## src/hdl/bilinear_heightmap_sampler_defines.svh

```systemverilog
// assertion macros shared by the bilinear height-map sampler
// no dependencies; included by files that carry concurrent checks
`ifndef BILINEAR_HEIGHTMAP_SAMPLER_DEFINES_SVH
`define BILINEAR_HEIGHTMAP_SAMPLER_DEFINES_SVH

// condition must never hold outside reset
`define BHS_ASSERT_NEVER(lbl, clk, rst_n, expr, msg) \
    lbl: assert property (@(posedge clk) disable iff (!(rst_n)) !(expr)) else $error(msg);

// antecedent implies consequent a fixed number of cycles later
`define BHS_ASSERT_DELAY(lbl, clk, rst_n, ante, n, cons, msg) \
    lbl: assert property (@(posedge clk) disable iff (!(rst_n)) (ante) |-> ##n (cons)) \
        else $error(msg);

`endif

```

## src/hdl/bhs_pkg.sv

```systemverilog
// shared constants, codes and stage structs of the bilinear height-map sampler
// no dependencies
package bhs_pkg;

    localparam int MAX_SIDE        = 256;
    localparam int SIDE_W          = $clog2(MAX_SIDE + 1);
    localparam int CELL_W          = $clog2(MAX_SIDE);
    localparam int STORE_DEPTH     = MAX_SIDE * MAX_SIDE;
    localparam int ADDR_W          = $clog2(STORE_DEPTH);
    localparam int COORD_FRAC_BITS = 16;
    localparam int COORD_W         = COORD_FRAC_BITS + 1;
    localparam int SAMPLE_W        = 8;
    localparam int HEIGHT_W        = 24;
    localparam int TAPS            = 4;
    localparam int PADDR_W         = 3;
    localparam int PDATA_W         = 32;

    // item kinds
    localparam logic KIND_WRITE = 1'b0;
    localparam logic KIND_QUERY = 1'b1;

    // register indexes
    localparam logic REG_MAP_WIDTH  = 1'b0;
    localparam logic REG_MAP_HEIGHT = 1'b1;
    localparam logic [SIDE_W-1:0] SIDE_RESET = SIDE_W'(MAX_SIDE);

    // neighbour taps
    localparam int TAP_LL = 0;
    localparam int TAP_LR = 1;
    localparam int TAP_HL = 2;
    localparam int TAP_HR = 3;

    // beat heading into the sample store
    typedef struct packed {
        logic                                valid;
        logic                                kind;
        logic [ADDR_W-1:0]                   waddr;
        logic [SAMPLE_W-1:0]                 wdata;
        logic [TAPS-1:0][ADDR_W-1:0]         raddr;
        logic [COORD_FRAC_BITS-1:0]          fx;
        logic [COORD_FRAC_BITS-1:0]          fy;
    } t_fetch;

    // four neighbours read back for one query
    typedef struct packed {
        logic                                valid;
        logic [TAPS-1:0][SAMPLE_W-1:0]       texel;
        logic [COORD_FRAC_BITS-1:0]          fx;
        logic [COORD_FRAC_BITS-1:0]          fy;
    } t_texels;

endpackage

```

## src/hdl/bhs_addr.sv

```systemverilog
// coordinate scaling and neighbour address generation, three register stages
// depends on bhs_pkg
module bhs_addr
    import bhs_pkg::*;
(
    input  logic                i_clk,
    input  logic                i_rst_n,
    input  logic                i_beat,
    input  logic                i_kind,
    input  logic [ADDR_W-1:0]   i_sample_index,
    input  logic [SAMPLE_W-1:0] i_sample_value,
    input  logic [COORD_W-1:0]  i_coord_x,
    input  logic [COORD_W-1:0]  i_coord_y,
    input  logic [SIDE_W-1:0]   i_map_width,
    input  logic [SIDE_W-1:0]   i_map_height,
    output t_fetch              o_fetch
);

    localparam logic [COORD_W-1:0] COORD_ONE = COORD_W'(1) << COORD_FRAC_BITS;
    localparam int SCALED_W = COORD_W + CELL_W;
    localparam int ROW_W    = SIDE_W + CELL_W;

    function automatic logic [SIDE_W-1:0] clamp_side(input logic [SIDE_W-1:0] v);
        logic [SIDE_W-1:0] r;
        begin
            if (v < SIDE_W'(2))             r = SIDE_W'(2);
            else if (v > SIDE_W'(MAX_SIDE)) r = SIDE_W'(MAX_SIDE);
            else                            r = v;
            return r;
        end
    endfunction

    // stage 1: captured beat
    logic                       r_p1_valid;
    logic                       r_p1_kind;
    logic [ADDR_W-1:0]          r_p1_waddr;
    logic [SAMPLE_W-1:0]        r_p1_wdata;
    logic [COORD_W-1:0]         r_p1_cx;
    logic [COORD_W-1:0]         r_p1_cy;

    // stage 2: cells and fractions
    logic                       r_p2_valid;
    logic                       r_p2_kind;
    logic [ADDR_W-1:0]          r_p2_waddr;
    logic [SAMPLE_W-1:0]        r_p2_wdata;
    logic [CELL_W-1:0]          r_p2_lx, r_p2_hx, r_p2_ly, r_p2_hy;
    logic [COORD_FRAC_BITS-1:0] r_p2_fx, r_p2_fy;

    t_fetch                     r_fetch;

    logic [SIDE_W-1:0]          side_w, side_h;
    logic [CELL_W-1:0]          wm1, hm1;
    logic [COORD_W-1:0]         cx_sat, cy_sat;
    logic [SCALED_W-1:0]        scaled_x, scaled_y;
    logic [CELL_W-1:0]          n_lx, n_ly, n_hx, n_hy;
    logic [ROW_W-1:0]           row_lo, row_hi;

    assign side_w = clamp_side(i_map_width);
    assign side_h = clamp_side(i_map_height);
    assign wm1    = CELL_W'(side_w - SIDE_W'(1));
    assign hm1    = CELL_W'(side_h - SIDE_W'(1));

    // saturate and scale by side minus one
    assign cx_sat   = (r_p1_cx > COORD_ONE) ? COORD_ONE : r_p1_cx;
    assign cy_sat   = (r_p1_cy > COORD_ONE) ? COORD_ONE : r_p1_cy;
    assign scaled_x = SCALED_W'(cx_sat) * SCALED_W'(wm1);
    assign scaled_y = SCALED_W'(cy_sat) * SCALED_W'(hm1);
    assign n_lx     = scaled_x[COORD_FRAC_BITS +: CELL_W];
    assign n_ly     = scaled_y[COORD_FRAC_BITS +: CELL_W];
    assign n_hx     = (n_lx == wm1) ? n_lx : n_lx + CELL_W'(1);
    assign n_hy     = (n_ly == hm1) ? n_ly : n_ly + CELL_W'(1);

    // row bases
    assign row_lo = ROW_W'(side_w) * ROW_W'(r_p2_ly);
    assign row_hi = ROW_W'(side_w) * ROW_W'(r_p2_hy);

    // valid chain and payload stages
    always_ff @(posedge i_clk) begin
        if (!i_rst_n) begin
            r_p1_valid    <= 1'b0;
            r_p2_valid    <= 1'b0;
            r_fetch.valid <= 1'b0;
        end else begin
            r_p1_valid    <= i_beat;
            r_p2_valid    <= r_p1_valid;
            r_fetch.valid <= r_p2_valid;
        end

        r_p1_kind  <= i_kind;
        r_p1_waddr <= i_sample_index;
        r_p1_wdata <= i_sample_value;
        r_p1_cx    <= i_coord_x;
        r_p1_cy    <= i_coord_y;

        r_p2_kind  <= r_p1_kind;
        r_p2_waddr <= r_p1_waddr;
        r_p2_wdata <= r_p1_wdata;
        r_p2_lx    <= n_lx;
        r_p2_hx    <= n_hx;
        r_p2_ly    <= n_ly;
        r_p2_hy    <= n_hy;
        r_p2_fx    <= scaled_x[COORD_FRAC_BITS-1:0];
        r_p2_fy    <= scaled_y[COORD_FRAC_BITS-1:0];

        r_fetch.kind          <= r_p2_kind;
        r_fetch.waddr         <= r_p2_waddr;
        r_fetch.wdata         <= r_p2_wdata;
        r_fetch.raddr[TAP_LL] <= ADDR_W'(row_lo + ROW_W'(r_p2_lx));
        r_fetch.raddr[TAP_LR] <= ADDR_W'(row_lo + ROW_W'(r_p2_hx));
        r_fetch.raddr[TAP_HL] <= ADDR_W'(row_hi + ROW_W'(r_p2_lx));
        r_fetch.raddr[TAP_HR] <= ADDR_W'(row_hi + ROW_W'(r_p2_hx));
        r_fetch.fx            <= r_p2_fx;
        r_fetch.fy            <= r_p2_fy;
    end

    assign o_fetch = r_fetch;

endmodule

```

## config.mk

```make
export PLATFORM = sky130hd
export DESIGN_NAME = bhs_addr
export DESIGN_NICKNAME = d
export VERILOG_FILES = /design/src/hdl/bilinear_heightmap_sampler_defines.svh /design/src/hdl/bhs_pkg.sv /design/src/hdl/bhs_addr.sv
export SDC_FILE = /design/constraint.sdc
export NUM_CORES = 1
export LEC_CHECK = 0
export ABC_AREA = 1
export BUFFER_PORTS_ARGS = -buffer_cell sky130_fd_sc_hd__buf_2
export CAP_MARGIN = 20
export CORE_MARGIN = 2
export CORE_UTILIZATION = 60
export DETAILED_ROUTE_END_ITERATION = 12
export HOLD_SLACK_MARGIN = 0.12
export PLACE_DENSITY_LB_ADDON = 0.3
export SYNTH_ARGS = -nofsm -noshare
export SYNTH_HDL_FRONTEND = slang
export SYNTH_SLANG_ARGS = --single-unit
export TNS_END_PERCENT = 50
```

## constraint.sdc

```tcl
create_clock -name i_clk -period 10.9 [get_ports i_clk]
set_input_delay 1.635 -clock i_clk [delete_from_list [all_inputs] [get_ports i_clk]]
set_output_delay 1.635 -clock i_clk [all_outputs]
set_load 0.1 [all_outputs]
```

==> metrics.txt, run 1 <==
Post-route DRC=0; Clock Skew=28.7 ps; fin crit share=75.4%; DRT Wirelength=51.0 mm; cell at the slowest stage of the critical path=a21oi_2; Main synth FF type=dfxtp_1; Post-CTS Setup Repair Bufs=0; Synth Area in Adders=36.1%; syn_nets=3055; DP HPWL=41.5 mm; CTS max path bufs=3; cts bufs inserted=27; mux cell area share after synthesis=0%; die area=37000 um^2; Avg Inst Size Synth=8.44 um^2; count of input and output buffers=201; H-tree depth=1; Post-synth ARST share=0%; P&R area growth vs syn=11.2%; Worst Tran Pin Value=896 ps; CTS tree=built; post-synthesis simple-gate area fraction=19.2%; top-count cell post-synth=nand2_1; leading area contributor after synthesis=dfxtp_1; Die Y=192 um; count of final setup violators=0; max-slew violations=0; iteration-0 DRC count of the detailed router=1140; Clock Sinks=272; Core Box Area=34700 um^2; clk_lat worst skew=580 ps; setup_tns=0 ps; Slew HR=40.1%; Post-Synthesis Cell Area=21300 um^2; Post-synth EDFFs=0; drt first pass iters=6; Compound-Gate Fraction of Synth Area=4.38%; CP max FO=20; FMAX=122 MHz; crit end category=flop; Final Hold Fails=0; Worst-path clk slew=60 ps; first-pass GRT wire length=84.5 mm; number of synthesized register bits=272; status=finished clean; hold_buf cts=0; Clock Root Buffer=clkbuf_16; layout cells sized above 1=10.9%; CP startpoint kind=input port; post-CTS sizing=0; MaxCap Viol Count=0; post-synthesis instance total=2519; Initial Util=61.3%; antenna violations before repair=5; wire length per cell=16.0 um; Max stage delay on crit path=650 ps; largest family of logic cells by synthesized area=adder cells; post-route ant nets=0; critical path arrival=8670 ps; die width=192 um; Total GRT Usage=28.6%; post-synthesis xor/xnor area fraction=5.51%; vias per inst=5.27; sequential share of the synthesized area=25.6%; total grt overflow=0; Yosys top cell area share=25.6%; Crit Path Class=in -> reg; Distinct cells, synth=51; Tmin final=8220 ps; nets@finish=3251; row cnt=68; Most common cell on crit path=nand2_1; synth top area cells=dfxtp_1 (26%), fa_1 (25%), ha_1 (11%); WP data required=11350 ps; DR vias=16800; RSZ-0062 raised after global routing=no; HP Class=reg -> reg; vias in the first global route=17400; # IOs=202; gp weighted congestion=0.992; largest net degree at the start of global routing=31; top cells by count, synth=nand2_1 (487), inv_1 (468), nor2_1 (314), dfxtp_1 (272), fa_1 (264); Synth warnings=0
## per-stage QoR
stage | area [um^2] | util [%] | worst slack, ps | hold WS [ps] | cells
floorplan | 21300 | - | 3180 | 310 | 2519
CTS | 23600 | 68.1 | 2810 | 324 | 3189
detailed placement | 22700 | 65.5 | 2280 | 312 | 3141
global placement | 22700 | 65.5 | 2520 | 310 | 3141
finish | 23700 | 68.1 | 2680 | 322 | 3193
global route | 23700 | 68.1 | 2220 | 329 | 3193
## cell families (layout without fill, tap and decap cells)
| kind of cell | Yosys count | after routing |
|---|---|---|
| AOI/OAI and AO/OA | 170 | 170 |
| adders and majority gates | 456 | 456 |
| and+or+nand+nor | 975 | 975 |
| xor gates and xnor gates | 129 | 129 |
| other | 0 | 4 |
| buffers and inverters | 517 | 732 |
| DFF | 272 | 272 |
## flip-flops by register name (all words and copies together) (netlist names), 16 cells and up
| signal | count |
|---|---|
| o_fetch | 122 |
| r_p1_cx | 17 |
| r_p1_cy | 17 |
| r_p1_waddr | 16 |
| r_p2_fx | 16 |
| r_p2_fy | 16 |
| r_p2_waddr | 16 |
## final cells by class
class | instances | area (um^2)
Multi-Input combinational cell | 1730 | 13900
Timing Repair Buffer | 204 | 1030
Clock buffer | 34 | 732
Sequential cell | 272 | 5450
Fill cell | 2857 | 11100
Antenna cell | 4 | 10.0
Tap cell | 455 | 569
Clock inverter | 14 | 183
Inverter | 480 | 1810
## path summary, 6_finish.rpt
check / start / to / slack [ps] / depth (start not counted)
max: i_map_width[8] / r_p2_hx[0] / 2680 / 35
min: r_p2_fy[0] / o_fetch[0] / 320 / 0
max reg2reg: r_p1_cx[2] / r_p2_hx[0] / 4110 / 32
min reg2reg: r_p2_fy[0] / o_fetch[0] / 320 / 0
## placed cells by master (no fill, tap or decap), drive strengths merged, types with 9 or more instances in the layout
cell type	n
clkbuf	34
o21ai	45
xor2	97
nor4	9
nand3	93
a21oi	101
nand2	499
clkinv	9
nand4	26
nor3	16
ha	192
nor2	321
buf	204
inv	479
fa	264
dfxtp	272
xnor2	32
## critical path, delay by kind of cell
kind                       cells  cell delay (ps)
adders and majority gates      6             2580
and+or+nand+nor               19             2490
buffers and inverters          7             1060
AOI/OAI and AO/OA              3              870
## layer usage
metal  wire length, um  share of wire, %  vias up  GRT usage (%)
li1                  -                 -     8070              -
met1             22000                43     7984           37.5
met2             23600                46      661           48.3
met3              3540               6.9      116           4.46
met4              1890               3.7        0           10.2
met5                 0                 0        -              0
Power of run 1 is not shown: default switching activity piles up to over one toggle a cycle in this logic, so the estimate is an artifact.
==> run 2: changes to the inputs <==
Settings changed: CORE_UTILIZATION 60 to 55.
Clock period 10.9 ns to 6.6 ns, I/O delays scaled along.
==> run 2 against run 1 <==
Core utilization down 1.4 points. Global-route usage down 1.9 points. Final area up 8.3%. Critical path type unchanged. Worst setup slack worse by 2300 ps. Critical endpoint is now r_p2_hx[5]. Die area up 8.9%. Critical path depth unchanged.
==> metrics.txt, run 2 (synthesis results as in run 1) <==
vias per inst=5.03; final non-filler cell area=25600 um^2; status=finished clean; die area=40300 um^2; crit end category=flop; DP HPWL=43.6 mm; P&R area growth vs syn=20.4%; CTS tree=built; FMAX=161 MHz; CTS max path bufs=3; clk_lat worst skew=570 ps; hold_buf cts=0; max-slew violations=0; nets@finish=3451; Worst Tran Pin Value=646 ps; commonest non-fill, non-tap cell in the layout=nand2_1; Most common cell on crit path=nand2_1; Clock Skew=12.6 ps; Worst-path clk slew=60 ps; H-tree depth=1; total grt overflow=0; first-pass GRT wire length=88.0 mm; MaxCap Viol Count=0; row cnt=72; Die Y=201 um; die width=201 um; # IOs=202; DRT Wirelength=52.2 mm; iteration-0 DRC count of the detailed router=1094; drt first pass iters=5; count of final setup violators=0; vias in the first global route=18200; Initial Util=55.4%; WP data required=7070 ps; layout cells sized above 1=18.2%; post-route ant nets=0; Clock Sinks=272; max reg flops=122; Total GRT Usage=26.7%; Final Hold Fails=0; gp weighted congestion=0.970; fin crit share=94.2%; hold slack=323 ps; Crit Path Class=in -> reg; Post-Place Worst Slack=-436 ps; Clock Root Buffer=clkbuf_16; worst setup margin=383 ps; largest net degree at the start of global routing=30; Slew HR=56.9%; cts bufs inserted=28; DR vias=17400; count of input and output buffers=201; CP startpoint kind=input port; wire length per cell=15.1 um; antenna violations before repair=5; commonest non-fill, non-tap cells in the layout=nand2_1 (479), inv_1 (466), nor2_1 (306); Final Util=66.7%; critical path arrival=6680 ps; Core Box Area=38400 um^2; Max stage delay on crit path=560 ps; cell at the slowest stage of the critical path=fa_1; CP max FO=14; Post-route DRC=0; Placed Area=24400 um^2; HP Class=reg -> reg; Tmin final=6220 ps
## run 2: stage by stage
| stage | TNS (ps) | std cells |
|---|---|---|
| 2_1_floorplan | -53.8 | 2519 |
| 3_3_place_gp | -3060 | 3395 |
| 3_5_place_dp | -4980 | 3395 |
| 4_1_cts | 0 | 3445 |
| 5_1_grt | -102 | 3456 |
| 6_report | 0 | 3456 |
## run 2: routing by layer
metal	global-route usage, %	wire [um]	part of all wire (%)
met3	5.11	3870	7.4
met1	34.6	22600	43
met5	0	29	0.056
met4	9.60	1860	3.6
met2	44.6	23900	46
## run 2: final timing paths
kind | from | endpoint | slack, ps | cells past startpoint
max | i_map_width[7] | r_p2_hx[5] | 380 | 35
min | r_p2_fx[3] | o_fetch[19] | 320 | 0
max reg2reg | r_p1_cx[1] | r_p2_hx[0] | 530 | 29
min reg2reg | r_p2_fx[3] | o_fetch[19] | 320 | 0
## run 2: area by class of cell
class / instances / area [um^2]
Multi-Input combinational cell: 1730 / 14100
Fill cell: 3176 / 12800
Sequential cell: 272 / 5450
Timing Repair Buffer: 403 / 2610
Inverter: 480 / 1810
Clock buffer: 36 / 771
Tap cell: 518 / 648
Clock inverter: 14 / 211
Antenna cell: 3 / 7.51
## run 2: worst max-delay path, delay by kind of cell
family	cells	cell delay [ps]
buffers and inverters	8	1010
adder cells (fa/ha/maj)	6	2510
AND/OR/NAND/NOR	18	1800
AO/OA/AOI/OAI	3	350
## run 2: what timing repair did
item                                    CTS  global route
endpoints found under the setup margin    0            16
resized for setup                         0            32
setup buffers                             0             8
Power of run 2 is left out for the same reason.
