### src/hdl/bilinear_heightmap_sampler_defines.svh
// assertion macros shared by the bilinear height-map sampler
// no dependencies; included by files that carry concurrent checks
`ifndef BILINEAR_HEIGHTMAP_SAMPLER_DEFINES_SVH
`define BILINEAR_HEIGHTMAP_SAMPLER_DEFINES_SVH

// condition must never hold outside reset
`define BHS_ASSERT_NEVER(lbl, clk, rst_n, expr, msg) \
    lbl: assert property (@(posedge clk) disable iff (!(rst_n)) !(expr)) else $error(msg);

// antecedent implies consequent a fixed number of cycles later
`define BHS_ASSERT_DELAY(lbl, clk, rst_n, ante, n, cons, msg) \
    lbl: assert property (@(posedge clk) disable iff (!(rst_n)) (ante) |-> ##n (cons)) \
        else $error(msg);

`endif

### src/hdl/bhs_pkg.sv
// shared constants, codes and stage structs of the bilinear height-map sampler
// no dependencies
package bhs_pkg;

    localparam int MAX_SIDE        = 256;
    localparam int SIDE_W          = $clog2(MAX_SIDE + 1);
    localparam int CELL_W          = $clog2(MAX_SIDE);
    localparam int STORE_DEPTH     = MAX_SIDE * MAX_SIDE;
    localparam int ADDR_W          = $clog2(STORE_DEPTH);
    localparam int COORD_FRAC_BITS = 16;
    localparam int COORD_W         = COORD_FRAC_BITS + 1;
    localparam int SAMPLE_W        = 8;
    localparam int HEIGHT_W        = 24;
    localparam int TAPS            = 4;
    localparam int PADDR_W         = 3;
    localparam int PDATA_W         = 32;

    // item kinds
    localparam logic KIND_WRITE = 1'b0;
    localparam logic KIND_QUERY = 1'b1;

    // register indexes
    localparam logic REG_MAP_WIDTH  = 1'b0;
    localparam logic REG_MAP_HEIGHT = 1'b1;
    localparam logic [SIDE_W-1:0] SIDE_RESET = SIDE_W'(MAX_SIDE);

    // neighbour taps
    localparam int TAP_LL = 0;
    localparam int TAP_LR = 1;
    localparam int TAP_HL = 2;
    localparam int TAP_HR = 3;

    // beat heading into the sample store
    typedef struct packed {
        logic                                valid;
        logic                                kind;
        logic [ADDR_W-1:0]                   waddr;
        logic [SAMPLE_W-1:0]                 wdata;
        logic [TAPS-1:0][ADDR_W-1:0]         raddr;
        logic [COORD_FRAC_BITS-1:0]          fx;
        logic [COORD_FRAC_BITS-1:0]          fy;
    } t_fetch;

    // four neighbours read back for one query
    typedef struct packed {
        logic                                valid;
        logic [TAPS-1:0][SAMPLE_W-1:0]       texel;
        logic [COORD_FRAC_BITS-1:0]          fx;
        logic [COORD_FRAC_BITS-1:0]          fy;
    } t_texels;

endpackage

### src/hdl/bhs_regs.sv
// apb register file holding map width and height
// depends on bhs_pkg
module bhs_regs
    import bhs_pkg::*;
(
    input  logic               i_clk,
    input  logic               i_rst_n,
    input  logic               psel,
    input  logic               penable,
    input  logic               pwrite,
    input  logic [PADDR_W-1:0] paddr,
    input  logic [PDATA_W-1:0] pwdata,
    output logic [PDATA_W-1:0] prdata,
    output logic               pready,
    output logic [SIDE_W-1:0]  o_map_width,
    output logic [SIDE_W-1:0]  o_map_height
);

    logic [SIDE_W-1:0] r_map_width;
    logic [SIDE_W-1:0] r_map_height;
    logic              wr_beat;
    logic              reg_sel;

    assign pready  = 1'b1;
    assign wr_beat = psel & penable & pwrite & pready;
    assign reg_sel = paddr[2];

    // register writes
    always_ff @(posedge i_clk) begin
        if (!i_rst_n) begin
            r_map_width  <= SIDE_RESET;
            r_map_height <= SIDE_RESET;
        end else if (wr_beat) begin
            unique case (reg_sel)
                REG_MAP_WIDTH:  r_map_width  <= pwdata[SIDE_W-1:0];
                REG_MAP_HEIGHT: r_map_height <= pwdata[SIDE_W-1:0];
                default: ;
            endcase
        end
    end

    // read mux
    always_comb begin
        unique case (reg_sel)
            REG_MAP_WIDTH:  prdata = PDATA_W'(r_map_width);
            REG_MAP_HEIGHT: prdata = PDATA_W'(r_map_height);
            default:        prdata = '0;
        endcase
    end

    assign o_map_width  = r_map_width;
    assign o_map_height = r_map_height;

endmodule

### config.mk
export PLATFORM = sky130hd
export DESIGN_NAME = bhs_regs
export DESIGN_NICKNAME = d
export VERILOG_FILES = /design/src/hdl/bilinear_heightmap_sampler_defines.svh /design/src/hdl/bhs_pkg.sv /design/src/hdl/bhs_regs.sv
export SDC_FILE = /design/constraint.sdc
export NUM_CORES = 1
export LEC_CHECK = 0
export ABC_AREA = 1
export BUFFER_PORTS_ARGS = -buffer_cell sky130_fd_sc_hd__buf_2
export CAP_MARGIN = 20
export CORE_ASPECT_RATIO = 2
export CORE_MARGIN = 8
export CORE_UTILIZATION = 40
export CTS_BUF_LIST = sky130_fd_sc_hd__clkbuf_8 sky130_fd_sc_hd__clkbuf_16
export DETAILED_ROUTE_END_ITERATION = 10
export PLACE_DENSITY = 0.84
export SYNTH_ARGS = -nofsm -noshare
export SYNTH_HDL_FRONTEND = slang
export SYNTH_SLANG_ARGS = --single-unit
export TNS_END_PERCENT = 5
### constraint.sdc
create_clock -name i_clk -period 1.8 [get_ports i_clk]
set_clock_uncertainty 0.2 [all_clocks]
set_input_delay 0.09 -clock i_clk [delete_from_list [all_inputs] [get_ports i_clk]]
set_output_delay 0.09 -clock i_clk [all_outputs]
set_load 0.005 [all_outputs]
==> reports/qor.csv, run 1 <==
stage,metric,value,unit
grt,number of global-route vias before repair,998,
floorplanning,FP Rows,26,
worst_hold_path,hold crit path type,in -> reg,
pwr,maximum vdd ir drop,518.4,uV
layout,layout overhead on the synthesized area,26.64,%
drt,met3 wire length,337,um
worst_setup_path,Worst setup SP type,input pin,
pwr,overall power,0.8989,mW
synthesis,post-synth top area share,34.24,%
floorplanning,DIE AREA,0.004627,mm^2
drt,via count,1066,
grt,total congestion overflow,0,
layout,Filler cells,264,
synthesis,"Cell Area, Synth",0.001052,mm^2
cts,CTS tree,yes,
synthesis,leading area contributor after synthesis,dfxtp_1,
drt,routed wl met2,1417,um
cts,cts bufs inserted,3,
place,DP HPWL,2054,um
worst_setup_path,critical path data arrival time,1.59,ns
layout,Nets,252,
synthesis,Synth Area in Adders,0,%
synthesis,post-synthesis compound-gate area fraction,0.9512,%
worst_setup_path,Worst Setup EP,o_map_width[8],
cts,Clock transition at path regs,0.07,ns
layout,"commonest non-fill, non-tap cell in the layout",nand2_1,
timing,Slew Limit Fails,0,
synthesis,Unique masters post-synth,11,
timing,TNS Setup,0,ns
layout,Multi-input gate area,521.8,um^2
floorplanning,core area,0.002537,mm^2
grt,All-Layer GR Usage,11.68,%
cts,setup bufs post-CTS,0,
cts,clock buffer depth,2,
synthesis,largest family of logic cells by synthesized area,simple AND/OR/NAND/NOR gates,
layout,share of cells above drive strength 1,23.70,%
timing,Tcrit/Tclk final,92.28,%
drt,DRT Pass-1 Iters,4,
timing,Final min period,1.661,ns
layout,Inserted Diodes,0,
layout,Final Core Density,52.51,%
timing,Fin. Hold Viols,0,
cts,CTS Sinks,18,
pwr,pwr dens,674.6,mW/mm^2
drt,Vias/cell,4.460,
drt,post-route antenna net violation count,0,
floorplanning,Initial Utilization,41.47,%
synthesis,Synth Area in Simple Gates,40.07,%
drt,met1 wire length,978,um
drt,top layer in use,met4,
drt,Detailed Route WL,2813,um
layout,most frequent cells in the layout,"nand2_1 (46), buf_2 (41), nor2_1 (32)",
floorplanning,io pins,91,
drt,DRT iter0 DRCs,47,
synthesis,register area share after synthesis,34.24,%
worst_setup_path,CP required,1.73,ns
timing,Max Clk Rate,0.6020,GHz
floorplanning,die height,88.54,um
synthesis,Synth area leaders,"dfxtp_1 (34%), buf_4 (19%), nand2_1 (16%)",
layout,register area,360.3,um^2
status,status,completed,
synthesis,mux contribution to synthesized area,0,%
job,max-cap viol count,0,
drt,remaining routing DRC violations,0,
worst_setup_path,cell depth of the worst flop-to-flop path,3,
floorplanning,Die Wd,52.27,um
synthesis,Yosys reg bits,18,
pwr,Leak,0.7471,nW
worst_setup_path,reg2reg start,o_map_width[8],
grt,pin count of the biggest net entering global routing,20,
cts,clock latency on the worst-skew pair,0.25,ns
timing,Setup Viol. Count Final,0,
drt,Wirelength per Cell,11.77,um
worst_setup_path,critical path type,in -> reg,
place,Placer Congestion,0.8034,
worst_setup_path,Worst R2R End,o_map_width[8],
worst_setup_path,Worst Path Max Fanout,18,
place,PortBufs,41,
synthesis,Yosys warning total,0,
synthesis,XOR/XNOR Fraction of Synth Area,0,%
cts,CTS H-Tree Depth,1,
synthesis,Synth Instances,162,
timing,RSZ-0062 raised after global routing,no,
worst_setup_path,Reg2Reg Setup Slack,0.45,ns
cts,clk root buf,clkbuf_8,
worst_setup_path,endpoint type of the worst setup path,flop,
grt,first-pass GRT wire length,4229,um
synthesis,Avg Inst Size Synth,6.495,um^2
grt,initial antenna violation count,0,
worst_setup_path,Critical Path Start,i_rst_n,
[critical path: stages]
cell and delay [ns]:
dlygate4sd3_1 0.52, buf_2 0.30, nand3_1 0.11, dlygate4sd3_1 0.57
[report_power, final]
part / internal [mW] / leakage, nW / switching (mW)
Combinational: 0.0630 / 0.572 / 0.0879
Clock: 0.194 / 0.0288 / 0.132
Sequential: 0.412 / 0.146 / 0.00946
Total: 0.669 / 0.747 / 0.229
[final cells by class]
cell class                 instances  share of cell area (%)
multi-input combinational        126                   39.15
sequential                        18                   27.04
timing repair buffer              53                   24.23
clock buffer                       4                   4.131
inverter                          10                   2.817
tap                               28                   2.629
[registers in the layout, indices dropped and copies added (netlist names)]
name / count
o_map_width: 9
o_map_height: 9
[Yosys cell counts, drive strengths merged]
library cell and count:
conb 2, nor2 35, o21ai 2, nand3 19, buf 30, dfxtp 18, nand2 46, inv 10
[routing by layer]
metal | up-vias | GRT usage (%)
met4 | 0 | 6.635
met1 | 460 | 10.91
met3 | 6 | 2.862
met2 | 61 | 21.65
met5 | - | 0
li1 | 539 | -
[repair_timing]
item | 4_1_cts | 5_1_grt
resized for setup | 0 | 0
hold buffers | 11 | 0
setup endpoints to repair | 0 | 0
hold endpoints to repair | 17 | 0
[logic make-up after synthesis]
group / Yosys count
AND/OR/NAND/NOR: 100
buffers and inverters: 40
AO/OA/AOI/OAI: 2
other: 2
flip-flops: 18
[worst min path at each step]
stage	startpoint	to	slack, ns	cells after the start
5_1_grt	pwrite	o_map_height[3]	0.18	6
6_report	pwrite	o_map_width[3]	0.13	6
3_3_place_gp	pwdata[8]	o_map_width[8]	0.12	3
3_5_place_dp	pwdata[8]	o_map_width[8]	0.13	3
4_1_cts	pwrite	o_map_width[4]	0.13	6
2_1_floorplan	pwdata[8]	o_map_height[8]	0.02	2
[metrics by stage]
stage          hold slack [ns]  setup WS [ns]  cell area [um^2]  cells
2_1_floorplan          0.01635         0.8574              1135    184
4_1_cts                 0.1325         0.1660              1333    239
3_5_place_dp            0.1330         0.6561              1167    224
3_3_place_gp            0.1210         0.7001              1167    224
5_1_grt                 0.1787        0.08809              1333    239
6_report                0.1329         0.1389              1333    239
No activity file was read; power rests on OpenSTA's default activity.
==> run 2, diff against run 1 <==
SETUP_SLACK_MARGIN = 0.2   (was unset)
==> reports/qor.csv, run 2 (synthesis gave the netlist of run 1 again) <==
stage,metric,value,unit,change
place,Placer Congestion,0.8034,,unchanged
grt,pin count of the biggest net entering global routing,20,,unchanged
timing,minimum hold slack,0.01134,ns,-0.1215 ns
worst_setup_path,reg2reg start,o_map_width[8],,
worst_setup_path,critical path data arrival time,1.44,ns,-0.15 ns
drt,DRT iter0 DRCs,41,,-13%
place,PortBufs,41,,unchanged
job,max-cap viol count,0,,unchanged
timing,Slew Limit Fails,0,,unchanged
cts,CTS tree,yes,,
cts,CTS H-Tree Depth,1,,unchanged
cts,clock buffer depth,2,,unchanged
grt,All-Layer GR Usage,11.71,%,+0.033 points
worst_setup_path,CP required,1.73,ns,about the same
place,Setup WS pre-CTS,0.6561,ns,unchanged
timing,Tcrit/Tclk final,83.93,%,-8.4 points
cts,cts bufs inserted,3,,unchanged
floorplanning,Die Wd,52.27,um,unchanged
pwr,pwr dens,675.3,mW/mm^2,+0.12%
layout,most frequent cells in the layout,"nand2_1 (46), buf_2 (41), nor2_1 (32)",,
timing,Setup Viol. Count Final,0,,unchanged
cts,Clock transition at path regs,0.07,ns,about the same
floorplanning,FP Rows,26,,unchanged
cts,CTS Sinks,18,,unchanged
drt,Detailed Route WL,2812,um,about the same
pwr,sw power,0.2305,mW,+0.46%
worst_setup_path,endpoint type of the worst setup path,flop,,
status,status,completed,,
layout,Filler cells,266,,+0.76%
pwr,Comb power frac,16.8,%,about the same
layout,share of cells above drive strength 1,23.70,%,unchanged
pwr,clock network power share,36.4,%,about the same
grt,initial antenna violation count,0,,unchanged
timing,TNS Setup,0,ns,unchanged
pwr,Seq pwr share,46.9,%,about the same
drt,Vias/cell,4.385,,-1.7%
worst_setup_path,critical path type,in -> reg,,
layout,"commonest non-fill, non-tap cell in the layout",nand2_1,,
timing,Max Clk Rate,0.6620,GHz,+10%
drt,DRT Pass-1 Iters,6,,+2
floorplanning,die height,88.54,um,unchanged
pwr,maximum vdd ir drop,520.2,uV,+0.34%
layout,Inserted Diodes,0,,unchanged
place,DP HPWL,2054,um,unchanged
layout,Nets,252,,unchanged
timing,RSZ-0062 raised after global routing,no,,
drt,remaining routing DRC violations,0,,unchanged
pwr,Cell Int Power,0.6695,mW,about the same
pwr,sw frac,25.61,%,+0.086 points
drt,via count,1048,,-1.7%
pwr,Leak,0.7471,nW,unchanged
worst_setup_path,Worst setup SP type,input pin,,
worst_setup_path,Worst Path Max Fanout,2,,-16
grt,first-pass GRT wire length,4243,um,+0.33%
cts,clock latency on the worst-skew pair,0.25,ns,about the same
worst_hold_path,Hold Crit Start,i_rst_n,,
floorplanning,io pins,91,,unchanged
cts,CTS resizes,0,,unchanged
drt,Wirelength per Cell,11.77,um,about the same
timing,worst setup margin,0.2893,ns,+0.1504 ns
floorplanning,Initial Utilization,41.47,%,unchanged
floorplanning,core area,0.002537,mm^2,unchanged
worst_setup_path,Critical Path Start,pwdata[8],,
grt,number of global-route vias before repair,997,,-0.10%
worst_hold_path,hold crit path type,in -> reg,,
grt,total congestion overflow,0,,unchanged
drt,post-route antenna net violation count,0,,unchanged
timing,Fin. Hold Viols,0,,unchanged
layout,layout overhead on the synthesized area,26.64,%,unchanged
cts,clk root buf,clkbuf_8,,
floorplanning,DIE AREA,0.004627,mm^2,unchanged
timing,Final min period,1.511,ns,-0.1504 ns
## run 2: cell counts in the layout (fill, tap and decap cells not counted)
Identical to the previous run, type by type.
## run 2: path summary, 6_finish.rpt
check	endpoint	slack (ns)	cells after the start
hold / removal	o_map_width[5]	0.01	3
hold reg to reg	o_map_height[8]	0.29	2
setup / recovery	o_map_width[8]	0.29	5
setup reg to reg	o_map_width[8]	0.45	3
## run 2: metrics by stage
step / utilization [%] / cell area (um^2) / cells / power (mW)
2_1_floorplan: - / 1135 / 184 / 0.5499
3_3_place_gp: 46.01 / 1167 / 224 / 0.5590
3_5_place_dp: 46.01 / 1167 / 224 / 0.5612
4_1_cts: 52.51 / 1333 / 239 / 0.9001
5_1_grt: 52.51 / 1333 / 239 / 0.9390
6_report: 52.51 / 1333 / 239 / 0.8999
## run 2: layout make-up
| class | instances | area (um^2) | share of cell area [%] |
|---|---|---|---|
| multi-input combinational | 126 | 521.8 | 39.15 |
| sequential | 18 | 360.3 | 27.04 |
| timing repair buffer | 53 | 322.8 | 24.23 |
| clock buffer | 4 | 55.05 | 4.131 |
| inverter | 10 | 37.54 | 2.817 |
| tap | 28 | 35.03 | 2.629 |
## run 2: timing repair
item / CTS / global route
endpoints found under the hold margin: 17 / 0
buffers inserted: 0 / 0
hold buffers: 11 / 0
## run 2: per-layer routing
metal | up-vias | part of all wire [%] | track usage, %
met5 | - | 0 | 0
met4 | 0 | 2.1 | 6.635
met3 | 4 | 12 | 2.862
met2 | 54 | 50 | 21.43
met1 | 450 | 35 | 11.20
li1 | 540 | - | -
## run 2: power groups by stage
stage	clock, mW	sequential [mW]	combinational [mW]
2_1_floorplan	0	0.432	0.118
3_3_place_gp	0	0.430	0.129
3_5_place_dp	0	0.431	0.130
4_1_cts	0.330	0.422	0.148
5_1_grt	0.344	0.424	0.171
6_report	0.327	0.422	0.151
## run 2: worst max-delay path, cell delays in order
cell	delay, ns
dlygate4sd3_1	0.54
buf_2	0.13
nand2_1	0.06
nand3_1	0.06
dlygate4sd3_1	0.57
==> run 3, diff against run 2 <==
CORE_UTILIZATION = 34   (was 40)
PLACE_DENSITY = 0.76   (was 0.84)
clock period = 1.3 ns   (was 1.8 ns; I/O delays follow)
==> reports/qor.csv, run 3 (synthesis gave the netlist of run 1 again) <==
stage,metric,value,unit,change
layout,Filler cells,336,,+26%
floorplanning,Die Wd,55.34,um,+5.9%
place,PortBufs,41,,unchanged
worst_setup_path,Reg2Reg Setup Slack,0.52,ns,+0.07 ns
worst_setup_path,cell depth of the worst flop-to-flop path,2,,-1
floorplanning,die height,94.68,um,+6.9%
timing,Slew Limit Fails,0,,unchanged
layout,layout overhead on the synthesized area,27.23,%,
grt,total congestion overflow,0,,unchanged
grt,number of global-route vias before repair,1016,,+1.9%
grt,pin count of the biggest net entering global routing,20,,unchanged
worst_hold_path,Hold Crit Start,i_rst_n,,
timing,Tcrit/Tclk final,83.16,%,
worst_hold_path,hold crit path type,in -> reg,,
timing,Max Clk Rate,0.9250,GHz,
worst_setup_path,Worst setup SP type,flop,,
floorplanning,Initial Utilization,35.76,%,-5.7 points
pwr,Leak,0.7512,nW,+0.54%
drt,Vias/cell,4.421,,+0.82%
worst_setup_path,endpoint type of the worst setup path,output pin,,
layout,Nets,251,,-0.40%
drt,DRT Pass-1 Iters,4,,-2
timing,RSZ-0062 raised after global routing,yes,,
worst_setup_path,Worst Path Max Fanout,3,,+1
layout,Multi-input gate area,521.8,um^2,unchanged
cts,CTS tree,yes,,
cts,Clock transition at path regs,0.07,ns,about the same
drt,remaining routing DRC violations,0,,unchanged
cts,hold buffers post-CTS,9,,-2
cts,clk root buf,clkbuf_8,,
layout,Final Core Density,45.49,%,-7.0 points
timing,TNS Setup,0,ns,unchanged
drt,Wirelength per Cell,11.05,um,-6.1%
job,max-cap viol count,0,,unchanged
floorplanning,core area,0.002943,mm^2,+16%
floorplanning,FP Rows,28,,+7.7%
layout,"commonest non-fill, non-tap cell in the layout",nand2_1,,
worst_hold_path,WHS Path Cells,2,,-1
pwr,pwr dens,917.4,mW/mm^2,+36%
floorplanning,DIE AREA,0.005239,mm^2,+13%
status,status,"complete, but fails checks",,
place,Placed Instances,227,,+1.3%
cts,clock buffer depth,2,,unchanged
timing,Final min period,1.081,ns,
pwr,overall power,1.228,mW,+36%
drt,via count,1061,,+1.2%
drt,DRT iter0 DRCs,14,,-66%
floorplanning,io pins,91,,unchanged
drt,Detailed Route WL,2651,um,-5.7%
drt,post-route antenna net violation count,0,,unchanged
timing,Fin. Hold Viols,10,,+10
worst_setup_path,critical path type,reg -> out,,
cts,clock latency on the worst-skew pair,0.24,ns,about the same
cts,cts bufs inserted,3,,unchanged
grt,All-Layer GR Usage,9.981,%,-1.7 points
cts,setup bufs post-CTS,0,,unchanged
timing,Setup Viol. Count Final,0,,unchanged
worst_setup_path,CP required,1.03,ns,-0.70 ns
pwr,maximum vdd ir drop,687.6,uV,+32%
grt,initial antenna violation count,0,,unchanged
layout,register area,376.6,um^2,+4.5%
status,failing checks,negative hold slack,,
worst_setup_path,critical path data arrival time,0.82,ns,-0.62 ns
place,Placer Congestion,0.7385,,-8.1%
layout,"non-filler cells, final",240,,+0.42%
place,DP HPWL,2124,um,+3.4%
worst_setup_path,reg2reg start,o_map_height[0],,
grt,first-pass GRT wire length,4498,um,+6.0%
timing,minimum hold slack,-0.03250,ns,-0.04384 ns
layout,share of cells above drive strength 1,30.48,%,+6.8 points
cts,CTS H-Tree Depth,1,,unchanged
worst_hold_path,hold endpoint,o_map_width[8],,
worst_setup_path,Worst R2R End,o_map_height[0],,
layout,most frequent cells in the layout,"nand2_1 (46), buf_2 (41), nor2_1 (32)",,
layout,Inserted Diodes,0,,unchanged
cts,CTS Sinks,18,,unchanged
==> run 3: where the power goes <==
| group | switching (mW) | total (mW) | leakage, nW | internal [mW] |
|---|---|---|---|---|
| registers | 0.0134 | 0.587 | 0.151 | 0.574 |
| clock network | 0.168 | 0.436 | 0.0288 | 0.268 |
| logic | 0.119 | 0.205 | 0.571 | 0.0861 |
==> run 3: worst max path at each step <==
stage	startpoint	endpoint	slack [ns]
floorplan	paddr[2]	o_map_width[8]	0.38
global placement	pwrite	o_map_height[7]	0.22
detailed placement	pwrite	o_map_height[8]	0.18
CTS	o_map_height[0]	prdata[0]	0.18
global route	o_map_width[4]	prdata[4]	0.16
finish	o_map_width[6]	prdata[6]	0.22
==> run 3: cell type report <==
type	instances	share of cell area, %
multi-input cells	126	38.97
well taps	30	2.804
repair buffers	52	23.18
flip-flops and latches	18	28.13
clock buffers	4	4.112
inverters	10	2.804
==> run 3: worst max-delay path, stage by stage (launching register included) <==
cell     delay [ns]
dfxtp_2        0.34
nand2_1        0.06
nand2_1        0.07
buf_2          0.10
==> run 3: through the flow <==
| stage | instance area, um^2 | hold slack (ns) | worst slack [ns] |
|---|---|---|---|
| 5_1_grt | 1339 | -0.02486 | 0.1596 |
| 3_5_place_dp | 1177 | 0.1055 | 0.1806 |
| 4_1_cts | 1324 | -0.03919 | 0.1815 |
| 3_3_place_gp | 1177 | 0.09229 | 0.2189 |
| 2_1_floorplan | 1135 | -0.008653 | 0.3824 |
| 6_report | 1339 | -0.03250 | 0.2190 |
==> run 3: routing by layer <==
metal  GRT usage (%)  vias up  wire, um
met5               0        -         0
met4           4.752        0        46
met3           3.629        2       245
met2           18.42       49      1314
met1           9.457      469      1044
li1                -      541         -
==> run 3: what timing repair did <==
item | in CTS | in global routing
endpoints found under the hold margin | 18 | 2
setup endpoints to repair | 4 | 9
pin swaps | 0 | 0
gates resized for setup | 1 | 12
